$ cat src/sv/tccw_pkg.sv
`timescale 1ns / 1ps
// ----------------------------------------------------------------------------
// tccw_pkg
// Shared constants, codes and controller/datapath interface types for the
// text console character writer.
// ----------------------------------------------------------------------------
package tccw_pkg;

    // grid geometry
    localparam int COLUMNS = 80;
    localparam int ROWS    = 25;
    localparam int CELLS   = ROWS * COLUMNS;
    localparam int ADDR_W  = $clog2(CELLS);

    // field widths
    localparam int ROW_W  = 5;
    localparam int COL_W  = 7;
    localparam int CHAR_W = 8;
    localparam int TAB_W  = 4;

    localparam logic [TAB_W-1:0]  TAB_RESET = 4'd8;

    // character codes
    localparam logic [CHAR_W-1:0] CH_BACK    = 8'd8;
    localparam logic [CHAR_W-1:0] CH_TAB     = 8'd9;
    localparam logic [CHAR_W-1:0] CH_NEWLINE = 8'd10;
    localparam logic [CHAR_W-1:0] CH_SPACE   = 8'h20;

    // request modes
    typedef enum logic [1:0] {
        MODE_PRINT = 2'd0,
        MODE_READ  = 2'd1,
        MODE_WRITE = 2'd2,
        MODE_CLEAR = 2'd3
    } mode_t;

    // sweep address operations
    typedef enum logic [2:0] {
        SW_HOLD,
        SW_ZERO,
        SW_SCROLL,
        SW_BLANK,
        SW_INC
    } sweep_op_t;

    // write address sources
    typedef enum logic [1:0] {
        WA_SWEEP,
        WA_CURSOR,
        WA_PREV,
        WA_INPUT
    } waddr_sel_t;

    // write data sources
    typedef enum logic [1:0] {
        WD_SPACE,
        WD_CHAR,
        WD_COPY
    } wdata_sel_t;

    // read address sources
    typedef enum logic {
        RA_SWEEP,
        RA_INPUT
    } raddr_sel_t;

    // cursor operations
    typedef enum logic [2:0] {
        CUR_HOLD,
        CUR_HOME,
        CUR_NEXT_ROW,
        CUR_COL0,
        CUR_INC,
        CUR_DEC
    } cur_op_t;

    // tab counter operations
    typedef enum logic [1:0] {
        TAB_HOLD,
        TAB_LOAD,
        TAB_DEC
    } tab_op_t;

    // controller to datapath
    typedef struct packed {
        logic       in_ready;
        sweep_op_t  sweep_op;
        logic       mem_we;
        waddr_sel_t waddr_sel;
        wdata_sel_t wdata_sel;
        raddr_sel_t raddr_sel;
        cur_op_t    cur_op;
        tab_op_t    tab_op;
        logic       set_printed;
        logic       cell_cap;
        logic       out_load;
    } cmd_t;

    // datapath to controller
    typedef struct packed {
        mode_t mode;
        logic  is_tab;
        logic  is_bs;
        logic  is_nl;
        logic  at_wrap;
        logic  at_bottom;
        logic  col_zero;
        logic  tab_zero;
        logic  addr_ok;
        logic  copy_end;
        logic  sweep_end;
        logic  out_busy;
    } status_t;

    // controller states
    typedef enum logic [11:0] {
        S_INIT_CLR = 12'b0000_0000_0001,
        S_IDLE     = 12'b0000_0000_0010,
        S_DECODE   = 12'b0000_0000_0100,
        S_PCHAR    = 12'b0000_0000_1000,
        S_TAB_CHK  = 12'b0000_0001_0000,
        S_TAB_WR   = 12'b0000_0010_0000,
        S_SC_RD    = 12'b0000_0100_0000,
        S_SC_WR    = 12'b0000_1000_0000,
        S_SC_BL    = 12'b0001_0000_0000,
        S_RD_CAP   = 12'b0010_0000_0000,
        S_CLR      = 12'b0100_0000_0000,
        S_FINISH   = 12'b1000_0000_0000
    } state_t;

endpackage

$ cat src/sv/tccw_ctrl.sv
`timescale 1ns / 1ps
// ----------------------------------------------------------------------------
// tccw_ctrl
// Sequencer for the console: decodes each request, runs wrap checks, tab
// expansion, scroll and clear sweeps, and hands results to the output stage.
// ----------------------------------------------------------------------------
module tccw_ctrl
    import tccw_pkg::*;
(
    input  logic    clk,
    input  logic    rst_n,
    input  logic    in_valid,
    input  status_t status,
    output cmd_t    cmd
);

    state_t state_reg, state_next;
    state_t ret_reg, ret_next;

    // state and scroll return point
    always_ff @(posedge clk or negedge rst_n)
    begin
        if (!rst_n)
        begin
            state_reg <= S_INIT_CLR;
            ret_reg   <= S_FINISH;
        end
        else
        begin
            state_reg <= state_next;
            ret_reg   <= ret_next;
        end
    end

    // next state and commands
    always_comb
    begin
        state_next    = state_reg;
        ret_next      = ret_reg;
        cmd           = '0;
        cmd.sweep_op  = SW_HOLD;
        cmd.waddr_sel = WA_SWEEP;
        cmd.wdata_sel = WD_SPACE;
        cmd.raddr_sel = RA_SWEEP;
        cmd.cur_op    = CUR_HOLD;
        cmd.tab_op    = TAB_HOLD;

        case (state_reg)
            // power-up blanking of the whole grid
            S_INIT_CLR:
            begin
                cmd.mem_we    = 1'b1;
                cmd.waddr_sel = WA_SWEEP;
                cmd.wdata_sel = WD_SPACE;
                if (status.sweep_end)
                begin
                    cmd.sweep_op = SW_ZERO;
                    state_next   = S_IDLE;
                end
                else
                begin
                    cmd.sweep_op = SW_INC;
                end
            end

            S_IDLE:
            begin
                cmd.in_ready = 1'b1;
                if (in_valid)
                begin
                    state_next = S_DECODE;
                end
            end

            S_DECODE:
            begin
                case (status.mode)
                    MODE_PRINT:
                    begin
                        // first wrap check
                        state_next = S_PCHAR;
                        if (status.at_wrap)
                        begin
                            if (status.at_bottom)
                            begin
                                cmd.sweep_op = SW_SCROLL;
                                ret_next     = S_PCHAR;
                                state_next   = S_SC_RD;
                            end
                            else
                            begin
                                cmd.cur_op = CUR_NEXT_ROW;
                            end
                        end
                    end
                    MODE_READ:
                    begin
                        cmd.raddr_sel = RA_INPUT;
                        state_next    = S_RD_CAP;
                    end
                    MODE_WRITE:
                    begin
                        cmd.mem_we    = status.addr_ok;
                        cmd.waddr_sel = WA_INPUT;
                        cmd.wdata_sel = WD_CHAR;
                        state_next    = S_FINISH;
                    end
                    default:
                    begin
                        cmd.sweep_op = SW_ZERO;
                        state_next   = S_CLR;
                    end
                endcase
            end

            // character dispatch after the wrap check
            S_PCHAR:
            begin
                state_next = S_FINISH;
                if (status.is_tab)
                begin
                    cmd.tab_op = TAB_LOAD;
                    state_next = S_TAB_CHK;
                end
                else if (status.is_bs)
                begin
                    if (!status.col_zero)
                    begin
                        cmd.mem_we    = 1'b1;
                        cmd.waddr_sel = WA_PREV;
                        cmd.wdata_sel = WD_SPACE;
                        cmd.cur_op    = CUR_DEC;
                    end
                end
                else if (status.is_nl)
                begin
                    if (status.at_bottom)
                    begin
                        cmd.sweep_op = SW_SCROLL;
                        ret_next     = S_FINISH;
                        state_next   = S_SC_RD;
                    end
                    else
                    begin
                        cmd.cur_op = CUR_NEXT_ROW;
                    end
                end
                else
                begin
                    cmd.mem_we      = 1'b1;
                    cmd.waddr_sel   = WA_CURSOR;
                    cmd.wdata_sel   = WD_CHAR;
                    cmd.cur_op      = CUR_INC;
                    cmd.set_printed = 1'b1;
                end
            end

            // per-space wrap check of a tab
            S_TAB_CHK:
            begin
                if (status.tab_zero)
                begin
                    state_next = S_FINISH;
                end
                else
                begin
                    state_next = S_TAB_WR;
                    if (status.at_wrap)
                    begin
                        if (status.at_bottom)
                        begin
                            cmd.sweep_op = SW_SCROLL;
                            ret_next     = S_TAB_WR;
                            state_next   = S_SC_RD;
                        end
                        else
                        begin
                            cmd.cur_op = CUR_NEXT_ROW;
                        end
                    end
                end
            end

            S_TAB_WR:
            begin
                cmd.mem_we    = 1'b1;
                cmd.waddr_sel = WA_CURSOR;
                cmd.wdata_sel = WD_SPACE;
                cmd.cur_op    = CUR_INC;
                cmd.tab_op    = TAB_DEC;
                state_next    = S_TAB_CHK;
            end

            // scroll: fetch the cell one row below
            S_SC_RD:
            begin
                cmd.raddr_sel = RA_SWEEP;
                state_next    = S_SC_WR;
            end

            S_SC_WR:
            begin
                cmd.mem_we    = 1'b1;
                cmd.waddr_sel = WA_SWEEP;
                cmd.wdata_sel = WD_COPY;
                if (status.copy_end)
                begin
                    cmd.sweep_op = SW_BLANK;
                    state_next   = S_SC_BL;
                end
                else
                begin
                    cmd.sweep_op = SW_INC;
                    state_next   = S_SC_RD;
                end
            end

            // scroll: blank the bottom row
            S_SC_BL:
            begin
                cmd.mem_we    = 1'b1;
                cmd.waddr_sel = WA_SWEEP;
                cmd.wdata_sel = WD_SPACE;
                if (status.sweep_end)
                begin
                    cmd.cur_op = CUR_COL0;
                    state_next = ret_reg;
                end
                else
                begin
                    cmd.sweep_op = SW_INC;
                end
            end

            S_RD_CAP:
            begin
                cmd.cell_cap = status.addr_ok;
                state_next   = S_FINISH;
            end

            S_CLR:
            begin
                cmd.mem_we    = 1'b1;
                cmd.waddr_sel = WA_SWEEP;
                cmd.wdata_sel = WD_SPACE;
                if (status.sweep_end)
                begin
                    cmd.cur_op = CUR_HOME;
                    state_next = S_FINISH;
                end
                else
                begin
                    cmd.sweep_op = SW_INC;
                end
            end

            // hand the result to the output register
            S_FINISH:
            begin
                if (!status.out_busy)
                begin
                    cmd.out_load = 1'b1;
                    state_next   = S_IDLE;
                end
            end

            default:
            begin
                state_next = S_IDLE;
            end
        endcase
    end

endmodule

$ cat config.mk
export PLATFORM = sky130hd
export DESIGN_NAME = tccw_ctrl
export DESIGN_NICKNAME = d
export VERILOG_FILES = /design/src/sv/tccw_pkg.sv /design/src/sv/tccw_ctrl.sv
export SDC_FILE = /design/constraint.sdc
export NUM_CORES = 1
export LEC_CHECK = 0
export ABC_AREA = 1
export CAP_MARGIN = 20
export CORE_ASPECT_RATIO = 0.5
export CORE_MARGIN = 2
export CORE_UTILIZATION = 33
export CTS_CLUSTER_DIAMETER = 150
export DETAILED_ROUTE_END_ITERATION = 10
export DONT_BUFFER_PORTS = 1
export GPL_TIMING_DRIVEN = 0
export MAX_ROUTING_LAYER = met4
export PLACE_DENSITY = 0.59
export SLEW_MARGIN = 40
export SYNTH_ARGS = -nofsm -noshare
export SYNTH_HDL_FRONTEND = slang
export SYNTH_SLANG_ARGS = --single-unit
$ cat constraint.sdc
create_clock -name clk -period 1.4 [get_ports clk]
set_input_delay 0.07 -clock clk [delete_from_list [all_inputs] [get_ports clk]]
set_output_delay 0.07 -clock clk [all_outputs]
set_load 0.02 [all_outputs]
# Yosys cells after proc, flatten, opt, wreduce, memory -nomap -nowiden
# Cells that the tools add are included.
totals:
  regBits: 24
  in_bits: 16
  out_inout_bits: 18
  wordCells: 105
classes:
  n_eq_ne: 29
  mux: 67
  reduce_logical: 7
op_table:
  columns: ["cell", "n"]
  rows:
  - ["$mux 12", 20]
  - ["$pmux 12 s12", 1]
  - ["$pmux 12 s3", 2]
  - ["$mux 3", 14]
  - ["$pmux 3 s6", 2]
  - ["$mux 7", 4]
  - ["$ne 2x2->1 const B", 14]
  - ["$pmux 5 s5", 1]
  - ["$mux 5", 4]
  - ["$eq 12x1->1 const B", 1]
  - ["$eq 12x10->1 const B", 1]
  - ["$eq 12x11->1 const B", 1]
  - ["$eq 12x12->1 const B", 1]
  - ["$eq 12x2->1 const B", 1]
  - ["$eq 12x3->1 const B", 1]
  - ["$eq 12x4->1 const B", 1]
  - ["$eq 12x5->1 const B", 1]
  - ["$eq 12x6->1 const B", 1]
  - ["$eq 12x7->1 const B", 1]
  - ["$eq 12x8->1 const B", 1]
  - ["$eq 12x9->1 const B", 1]
  - ["$mux 1", 12]
  - ["$reduce_and 11->1", 1]
  - ["$mux 9", 1]
  - ["other kinds (12)", 15]

# Longest topological paths before layout
# Gate-level depths: netlist of run 1.
depth:
  ltp_word: 5
  depth_mapped: 11
  ltp_nobuf: 11

# Worst setup path after synthesis of run 1
# No wires, ideal clock.
synth_timing:
  path_type: "register -> output"
  startpoint: "reg state_reg[8]"
  endpoint: "out cmd[13] in the netlist's numbering"
  arrival_ns: 1.561
  required_time_ns: 1.330
  path_slack_ns: -0.231
  path_stages_with_launch: 10
  path_buffers: 0
  path_cell_list: "dfrtp_1 > nor2_2 > nand2_4 > nor2_4 > inv_2 > nor2_4 > inv_1 > o21ai_2 > nor3_1 > o21ai_0"
synth_rtl:
  columns: ["element", "line_no", "text"]
  rows:
  - ["from (decl)", "tccw_ctrl.sv:17", "state_t state_reg, state_next;"]
  - ["from (signal assigned)", "tccw_ctrl.sv:30", "state_reg <= state_next;"]
  - ["to (decl)", "tccw_ctrl.sv:14", "output cmd_t cmd"]

==> results of run 1 <==
per-layer routing:
| metal | vias to the layer above | part of all wire (%) | global-route usage [%] |
|---|---|---|---|
| met5 | - | 0 | - |
| met4 | 0 | 1.4 | 4.66 |
| met3 | 8 | 4.6 | 5.30 |
| met2 | 40 | 51 | 32.5 |
| met1 | 712 | 43 | 23.7 |
| li1 | 727 | - | - |
cells in the final DEF, fill, tap and decap left out, drive strengths merged:
master | netlist | final
nand2 | 59 | 59
inv | 39 | 39
nor2 | 36 | 36
buf | 0 | 31
nand3 | 29 | 29
dfrtp | 13 | 13
o21ai | 10 | 10
nor3 | 7 | 7
dlygate4sd3 | 0 | 5
nand4 | 3 | 3
clkbuf | 0 | 3
a21oi | 2 | 2
nand3b | 2 | 2
dfstp | 2 | 2
o2111ai | 1 | 1
o211ai | 1 | 1
or2 | 1 | 1
clkinv | 0 | 1
layout make-up:
cell class / instances / share of cell area [%]
clock inverter: 1 / 0.244
sequential: 15 / 18.4
clock buffer: 3 / 2.01
inverter: 39 / 7.73
timing repair buffer: 36 / 16.4
multi-input combinational: 151 / 51.9
tap: 54 / 3.29
through the flow:
stage               hold WS [ps]  util [%]  setup TNS [ps]  setup slack, ps
global route                8.27      53.2          -10140             -518
finish                      12.4      53.2           -7830             -464
floorplan                   -226         -           -97.9            -74.9
CTS                         8.13      46.9           -5780             -406
global placement            -225      36.2           -2610             -220
detailed placement          -225      36.2           -3340             -245
power by group through the flow:
| stage | Combinational [mW] | Clock [mW] | Sequential (mW) |
|---|---|---|---|
| 2_1_floorplan | 0.771 | 0 | 0.545 |
| 3_3_place_gp | 0.904 | 0 | 0.553 |
| 3_5_place_dp | 0.924 | 0 | 0.555 |
| 4_1_cts | 1.24 | 0.382 | 0.547 |
| 5_1_grt | 1.83 | 0.401 | 0.552 |
| 6_report | 1.70 | 0.374 | 0.546 |
critical path, delay by kind of cell (launching register included):
family,cells,cell delay (ps)
simple gates,5,870
compound gates,1,100
buf+inv,1,140
flops,1,420
timing repair:
action	CTS	global route
hold endpoints to repair	17	1
endpoints found under the setup margin	29	29
gates resized for setup	55	29
setup buffers	17	16
hold buffers	4	1
pin swaps	14	16
path summary, 6_finish.rpt:
path | startpoint | endpoint
max in group asynchronous | rst_n | state_reg[7]
min | status[6] | state_reg[6]
min in group asynchronous | rst_n | ret_reg[3]
min reg2reg | ret_reg[11] | ret_reg[11]
max reg2reg | state_reg[1] | state_reg[1]
max | state_reg[1] | cmd[16]
cell usage after synthesis:
library cell,number
nand2_1,51
nand4_1,3
nand3_1,27
o2111ai_1,1
nand2_2,4
o21ai_1,4
o21ai_2,2
dfstp_2,2
o21ai_0,4
nand2_4,4
nand3b_1,2
nor2_4,4
inv_2,4
o211ai_1,1
inv_1,35
nor3_1,7
a21oi_1,2
or2_1,1
nor2_8,2
nor2_1,24
dfrtp_1,13
nand3_2,2
nor2_2,6
cells by family after synthesis:
group,count (synthesis)
simple gates,137
buf+inv,39
compound gates,14
flops,15
==> out/metrics.csv, run 1 <==
metric,value,unit
area_growth_syn_to_layout,56.5,%
drtIter0Drc,70,
power_switching,1.17,mW
place_area,0.00140,mm^2
synthTopCellsByArea,"dfrtp_1 25%, nand2_1 15%, nand3_1 10%",
dpl.hpwl,2.89,mm
setup_viol,30,
grt_pass1_wl,6.69,mm
die_w,93.2,um
synthAdderAreaFrac,0,%
wire_per_inst,14.3,um
hold_violations,0,
required,1330,ps
slew_viol_final,0,
synth_top_family_by_area,simple AND/OR/NAND/NOR gates,
slew_headroom,53.5,%
cp_max_fo,7,
cap_violations,0,
violations,setup timing,
rr_worst_depth,10,
path_clk_slew,70,ps
coreArea,0.00386,mm^2
placed_cells,259,
initial_utilization,34.0,%
synthMuxAreaShare,0,%
portBuffers,0,
hp-class,primary input to flip-flop,
ant_nets,0,
timing.final.ws_setup,-464,ps
yosys.area_share.simple,53.7,%
critPathKind,flip-flop to output port,
rrSetupSlack,-310,ps
crit_path_start_kind,flip-flop,
syn_nets,221,
p_comb_share,64.9,%
design_area,0.00205,mm^2
drive_gt1_share,47.3,%
fin_crit,1860,ps
die_area,0.00453,mm^2
yosys_warnings,0,
seq_area,378,um^2
antenna_cells,0,
die_h,48.6,um
drc,0,
routed_via_density,4.97,
clock-sinks,15,
avgSynthCellArea,6.40,um^2
track_usage,19.5,%
fin_crit_sh,133,%
synth-xor-area-share,0,%
swShare,44.8,%
synth_top_area_cell,dfrtp_1,
grt_max_degree,16,
cts_root_buffer,clkbuf_8,
synth-seq-cells,15,
rsz0062_at_grt,true,
nNetsFinal,262,
dr.pass1.iters,4,
max_stage_delay,420,ps
worst_setup_path_end_kind,output port,
grt_pass1_vias,1438,
path_cells,nor2_4 -> nand2_4 -> buf_12 -> nor2_8 -> o21ai_4 -> nor2_2 -> nand3b_1,
std_cell_rows,16,
outcome,"finished, violations left",
largest_reg_flops,12,
critPathSlowestCell,dfrtp_1,
numCtsBuffers,3,
synth_compound_area_share,6.39,%
htreeDepth,1,
worstMarginPinSlew,695,ps
final_cells,299,
clockBufferDepth,2,
multi_input_area,0.00107,mm^2
arrival,1790,ps
p_clk_share,14.3,%
fin_skew,6.10,ps
synth_cell_type_count,23,
antenna_found_initial,0,
wl,4.29,mm
clk_latency,260,ps
synthCells,205,
ios,34,
synth_top_cell_area_share,24.8,%
seqPwrFrac,20.8,%
peakVddDrop,0.506,mV
worstHoldPathCells,2,
timing.fmax,537,MHz
syn_area,0.00131,mm^2
grt_overflow,0,
gp_congestion,0.869,
internal-power,1.45,mW
cts_tree,yes,
p_per_area,1280,mW/mm^2
p_leak,1.05,nW
vias,1487,
yosysSeqAreaShare,28.8,%
num-fill-cells,318,
power,2.62,mW
Note: power is estimated with default switching activity, not from simulation.
==> inputs of run 2 (changes only) <==
--- a/config.mk
+++ b/config.mk
@@ -13,7 +13,6 @@
 export CTS_CLUSTER_DIAMETER = 150
 export DETAILED_ROUTE_END_ITERATION = 10
 export DONT_BUFFER_PORTS = 1
-export GPL_TIMING_DRIVEN = 0
 export MAX_ROUTING_LAYER = met4
 export PLACE_DENSITY = 0.59
 export SLEW_MARGIN = 40
==> run 2 against run 1 <==
- sequential share of layout area fell by 1.4 points
- maximum frequency is 4.0% higher
- via count up 5.8%
- flip-flop and latch count is the same
- die area stayed put
- global-route usage grew 0.62 points
- clock power about the same
- non-clock buffer count is 21 higher
- wire length grew 7.7%
- the run still ends with setup timing left
- critical path depth is the same
- worst setup slack improved by 71 ps
==> out/metrics.csv, run 2 (synthesis gave the netlist of run 1 again) <==
metric,value,unit,change
design_area,0.00222,mm^2,was 0.00205 mm^2
critPathTopFamily,simple AND/OR/NAND/NOR gates,,unchanged
wl,4.61,mm,was 4.29 mm
antenna_cells,0,,unchanged
track_usage,20.1,%,was 19.5%
crit_path_start_kind,flip-flop,,unchanged
dr.pass1.iters,4,,unchanged
hp-class,primary input to flip-flop,,unchanged
num-fill-cells,322,,was 318
htreeDepth,1,,unchanged
outcome,"finished, violations left",,unchanged
wire_per_inst,14.4,um,was 14.3 um
die_h,48.6,um,unchanged
fin_crit_sh,128,%,was 133%
required,1330,ps,about the same
slew_headroom,50.2,%,was 53.5%
grt_max_degree,16,,unchanged
fin_skew,8.32,ps,was 6.10 ps
portBuffers,0,,unchanged
cap_violations,0,,unchanged
initial_utilization,34.0,%,unchanged
violations,setup timing,,unchanged
rsz0062_at_grt,true,,unchanged
numCtsBuffers,3,,unchanged
hold_violations,0,,unchanged
vias,1573,,"was 1,487"
p_clk_share,14.6,%,was 14.3%
dpl.hpwl,3.15,mm,was 2.89 mm
timing.final.ws_setup,-392,ps,was -464 ps
worst_setup_path_end_kind,output port,,unchanged
path_clk_slew,70,ps,about the same
final_common_cell,buf_4,,was nand2_1
drtIter0Drc,97,,was 70
placed_cells,299,,was 259
critPathBufInv,2,,was 1
seqPwrFrac,21.0,%,was 20.8%
critPathKind,flip-flop to output port,,unchanged
p_leak,1.21,nW,was 1.05 nW
power_switching,1.17,mW,about the same
finalSetupTns,-7890,ps,was -7830 ps
arrival,1720,ps,was 1790 ps
path_cells,nor2_4 -> nand2_4 -> nor2_8 -> buf_12 -> buf_4 -> nand3_2 -> nand3b_1,,was nor2_4 -> nand2_4 -> buf_12 -> nor2_8 -> o21ai_4 -> nor2_2 -> nand3b_1
place_area,0.00170,mm^2,was 0.00140 mm^2
grt_pass1_wl,6.85,mm,was 6.69 mm
cts_root_buffer,clkbuf_8,,unchanged
drc,0,,unchanged
internal-power,1.39,mW,was 1.45 mW
cts_tree,yes,,unchanged
p_comb_share,64.4,%,was 64.9%
die_area,0.00453,mm^2,unchanged
timing.fmax,558,MHz,was 537 MHz
clockBufferDepth,2,,unchanged
ant_nets,0,,unchanged
critPathSlowestCell,dfrtp_1,,unchanged
cp_max_fo,5,,was 7
final_cell_mix,"38 x buf_4, 33 x nand2_1, 25 x inv_1",,"was 38 x nand2_1, 26 x inv_1, 19 x buf_4"
nNetsFinal,283,,was 262
swShare,45.8,%,was 44.8%
power,2.56,mW,was 2.62 mW
antenna_found_initial,0,,unchanged
p_per_area,1150,mW/mm^2,was 1280 mW/mm^2
std_cell_rows,16,,unchanged
die_w,93.2,um,unchanged
coreArea,0.00386,mm^2,unchanged
fin_crit,1790,ps,was 1860 ps
ios,34,,unchanged
final_cells,320,,was 299
setup_viol,30,,unchanged
grt_overflow,0,,unchanged
area_growth_syn_to_layout,69.2,%,was 56.5%
clk_latency,260,ps,about the same
gp_congestion,0.908,,was 0.869
slew_viol_final,0,,unchanged
max_stage_delay,440,ps,was 420 ps
grt_pass1_vias,1475,,"was 1,438"
largest_reg_flops,12,,unchanged
peakVddDrop,0.535,mV,was 0.506 mV
clock-sinks,15,,unchanged
worstMarginPinSlew,744,ps,was 695 ps
routed_via_density,4.92,,was 4.97
drive_gt1_share,54.5,%,was 47.3%
[run 2: changes by cell type in the layout (fill, tap and decap cells not counted), sizes merged]
cell | before | now
buf | 31 | 53
dlygate4sd3 | 5 | 4
[run 2: through the flow]
stage,setup WS [ps],hold WS [ps],utilization [%]
finish,-392,18.9,57.5
global route,-466,32.5,57.5
CTS,-376,24.7,49.9
detailed placement,-212,-225,44.0
global placement,-185,-225,44.0
floorplan,-74.9,-226,-
[run 2: power by group through the flow]
stage | combinational, mW | clock [mW] | sequential, mW
4_1_cts | 1.33 | 0.376 | 0.535
2_1_floorplan | 0.771 | 0 | 0.545
3_5_place_dp | 1.14 | 0 | 0.544
5_1_grt | 1.77 | 0.398 | 0.541
6_report | 1.65 | 0.375 | 0.537
3_3_place_gp | 1.13 | 0 | 0.541
[run 2: repair_timing]
item,4_1_cts,5_1_grt
endpoints found under the hold margin,17,0
endpoints found under the setup margin,29,32
hold buffers,4,0
pin swaps,12,24
gates resized for setup,27,63
setup buffers,5,11
[run 2: area by class of cell]
class	count	area (um^2)	share of cell area (%)
well taps	54	67.6	3.04
repair buffers	57	503	22.6
clock inverters	1	5.00	0.225
flip-flops and latches	15	378	17.0
clock buffers	3	41.3	1.86
multi-input cells	151	1070	48.2
inverters	39	156	7.04
[run 2: metal layers]
layer | GRT usage (%) | part of all wire [%]
met5 | - | 0
met4 | 3.92 | 0.80
met3 | 4.36 | 6.8
met2 | 32.7 | 50
met1 | 26.1 | 42
[run 2: worst reg2reg max path, cell delays in order, from the launching register on]
cell,delay (ps)
dfrtp_1,440
nor2_4,160
nand2_4,120
nor2_8,150
buf_12,130
buf_4,130
nand2_2,70
nand3_1,90
nor2_1,40
nand2_1,120
nand3_1,110
nand2_1,100
[run 2: path summary, 6_finish.rpt]
check / startpoint / to / slack, ps / cells past startpoint
max: state_reg[7] / cmd[16] / -390 / 7
min reg2reg: ret_reg[11] / ret_reg[11] / 470 / 2
min in group asynchronous: rst_n / state_reg[10] / 320 / 1
max reg2reg: state_reg[7] / state_reg[11] / -330 / 11
min: status[6] / state_reg[6] / 20 / 2
max in group asynchronous: rst_n / state_reg[11] / 610 / 1
==> inputs of run 3 (changes only) <==
--- a/config.mk
+++ b/config.mk
@@ -7,14 +7,13 @@
 export LEC_CHECK = 0
 export ABC_AREA = 1
 export CAP_MARGIN = 20
-export CORE_ASPECT_RATIO = 0.5
 export CORE_MARGIN = 2
-export CORE_UTILIZATION = 33
+export CORE_UTILIZATION = 56
 export CTS_CLUSTER_DIAMETER = 150
 export DETAILED_ROUTE_END_ITERATION = 10
 export DONT_BUFFER_PORTS = 1
 export MAX_ROUTING_LAYER = met4
-export PLACE_DENSITY = 0.59
+export PLACE_DENSITY = 0.85
 export SLEW_MARGIN = 40
 export SYNTH_ARGS = -nofsm -noshare
 export SYNTH_HDL_FRONTEND = slang
==> run 3 against run 2 <==
- the flow finishes with violations (hold timing, setup timing)
- clock-buffer cell count stayed put
- combinational power decreased by 2%
- non-clock buffer count is 4 lower
- via count grew 19%
- maximum frequency fell by 10%
- critical path depth is 1 higher
==> out/metrics.csv, run 3 (synthesis gave the netlist of run 1 again) <==
metric,value,unit,change
rsz0062_at_grt,true,,unchanged
drive_gt1_share,47.3,%,was 54.5%
violations,"hold timing, setup timing",,was setup timing
cap_violations,0,,unchanged
routed_via_density,6.44,,was 4.92
worst_setup_path_end_kind,output port,,unchanged
dr.pass1.iters,7,,was 4
area_growth_syn_to_layout,55.0,%,was 69.2%
die_w,52.4,um,was 93.2 um
seqPwrFrac,22.3,%,was 21.0%
track_usage,37.1,%,was 20.1%
fin_crit,1990,ps,was 1790 ps
vias,1867,,"was 1,573"
die_area,0.00275,mm^2,was 0.00453 mm^2
fin_skew,10.4,ps,was 8.32 ps
p_leak,1.09,nW,was 1.21 nW
finalSetupTns,-11190,ps,was -7890 ps
peakVddDrop,1.04,mV,was 0.535 mV
placed_cells,266,,was 299
internal-power,1.20,mW,was 1.39 mW
slew_headroom,61.8,%,was 50.2%
timing.rr.end,state_reg[5],,was state_reg[11]
ant_nets,0,,unchanged
setup_viol,30,,unchanged
wl,5.92,mm,was 4.61 mm
slew_viol_final,0,,unchanged
crit_path_start_kind,flip-flop,,unchanged
p_clk_share,12.0,%,was 14.6%
arrival,1920,ps,was 1720 ps
path_clk_slew,120,ps,was 70 ps
gp_congestion,0.964,,was 0.908
worstMarginPinSlew,571,ps,was 744 ps
numCtsBuffers,3,,unchanged
rr_worst_depth,11,,unchanged
hold_slack,-15.5,ps,was 18.9 ps
power_switching,1.24,mW,was 1.17 mW
std_cell_rows,17,,was 16
num-fill-cells,86,,was 322
final_cells,290,,was 320
initial_utilization,59.3,%,was 34.0%
whs_endpoint,state_reg[6],,unchanged
required,1330,ps,about the same
clk_latency,310,ps,was 260 ps
largest_reg_flops,12,,unchanged
clockBufferDepth,2,,unchanged
fin_crit_sh,142,%,was 128%
ios,34,,unchanged
hp-class,primary input to flip-flop,,unchanged
grt_pass1_vias,1577,,"was 1,475"
clock-sinks,15,,unchanged
holdCritStartpoint,status[2],,was status[6]
coreArea,0.00221,mm^2,was 0.00386 mm^2
worstHoldPathCells,2,,unchanged
grt_max_degree,16,,unchanged
grt_overflow,0,,unchanged
cts_tree,yes,,unchanged
grt_pass1_wl,7.16,mm,was 6.85 mm
wire_per_inst,20.4,um,was 14.4 um
p_comb_share,65.8,%,was 64.4%
die_h,52.4,um,was 48.6 um
worstReg2RegStart,state_reg[11],,was state_reg[7]
drc,0,,unchanged
multi_input_area,991,um^2,was 0.00107 mm^2
p_per_area,1200,mW/mm^2,was 1150 mW/mm^2
final_common_cell,nand2_1,,was buf_4
final_cell_mix,"41 x nand2_1, 36 x buf_4, 28 x inv_1",,"was 38 x buf_4, 33 x nand2_1, 25 x inv_1"
dpl.hpwl,2.97,mm,was 3.15 mm
critPathKind,flip-flop to output port,,unchanged
antenna_cells,0,,unchanged
rrSetupSlack,-420,ps,was -330 ps
htreeDepth,1,,unchanged
hold_violations,1,,was 0
nNetsFinal,279,,was 283
swShare,50.8,%,was 45.8%
portBuffers,0,,unchanged
timing.final.ws_setup,-595,ps,was -392 ps
cp_max_fo,6,,was 5
seq_area,378,um^2,unchanged
cts_root_buffer,clkbuf_4,,was clkbuf_8
drtIter0Drc,178,,was 97
outcome,"finished, violations left",,unchanged
timing.fmax,501,MHz,was 558 MHz
antenna_found_initial,0,,unchanged
-- run 3: cell types whose count changed in the layout (fill, tap and decap cells not counted), sizes merged --
cell         previous run  this run
buf                    53        46
dlygate4sd3             4         7
-- run 3: through the flow --
step	instance area [um^2]	worst slack [ps]	util, %	hold slack (ps)	total power, mW
CTS	1880	-443	84.9	1.82	2.08
detailed placement	1610	-174	73.0	-225	1.65
finish	2030	-595	92.0	-15.5	2.44
global route	2030	-576	92.0	6.42	2.49
floorplan	1330	-74.9	-	-226	1.32
global placement	1610	-164	73.0	-225	1.62
-- run 3: worst max-delay path: stages, from the launching register on --
cell and delay (ps):
dfrtp_1 440, nor2_2 170, nand2_4 110, nor2_4 220
buf_4 160, nand3_1 110, nand2_1 160, nand2_2 120
nand3_4 120
-- run 3: worst max path at each step --
stage	startpoint	to	slack (ps)	cells after the start
3_5_place_dp	state_reg[10]	state_reg[1]	-170	8
4_1_cts	state_reg[6]	cmd[11]	-440	7
2_1_floorplan	state_reg[1]	cmd[13]	-70	9
3_3_place_gp	state_reg[5]	cmd[6]	-160	8
5_1_grt	state_reg[11]	cmd[16]	-580	7
6_report	state_reg[3]	cmd[15]	-590	8
-- run 3: layout make-up --
type / instances / area share, %
clock inverters: 1 / 0.246
flip-flops and latches: 15 / 18.6
well taps: 28 / 1.72
multi-input cells: 151 / 48.7
inverters: 39 / 7.69
clock buffers: 3 / 1.11
repair buffers: 53 / 22.0
-- run 3: routing by layer --
metal | vias up | track usage [%] | share of wire (%)
li1 | 763 | - | -
met1 | 879 | 43.4 | 34
met2 | 169 | 61.3 | 48
met3 | 56 | 7.14 | 12
met4 | 0 | 17.5 | 6.5
met5 | - | - | 0
-- run 3: power by group through the flow --
stage | Combinational, mW | Clock (mW) | Sequential, mW
floorplan | 0.771 | 0 | 0.545
CTS | 1.27 | 0.274 | 0.541
global placement | 1.07 | 0 | 0.549
detailed placement | 1.10 | 0 | 0.551
finish | 1.61 | 0.292 | 0.543
global route | 1.65 | 0.288 | 0.549
-- run 3: what timing repair did --
item / CTS / global route
setup buffers: 8 / 6
hold buffers: 7 / 1
pin swaps: 15 / 9
endpoints found under the hold margin: 20 / 13
setup endpoints to repair: 28 / 32
resized for setup: 31 / 33
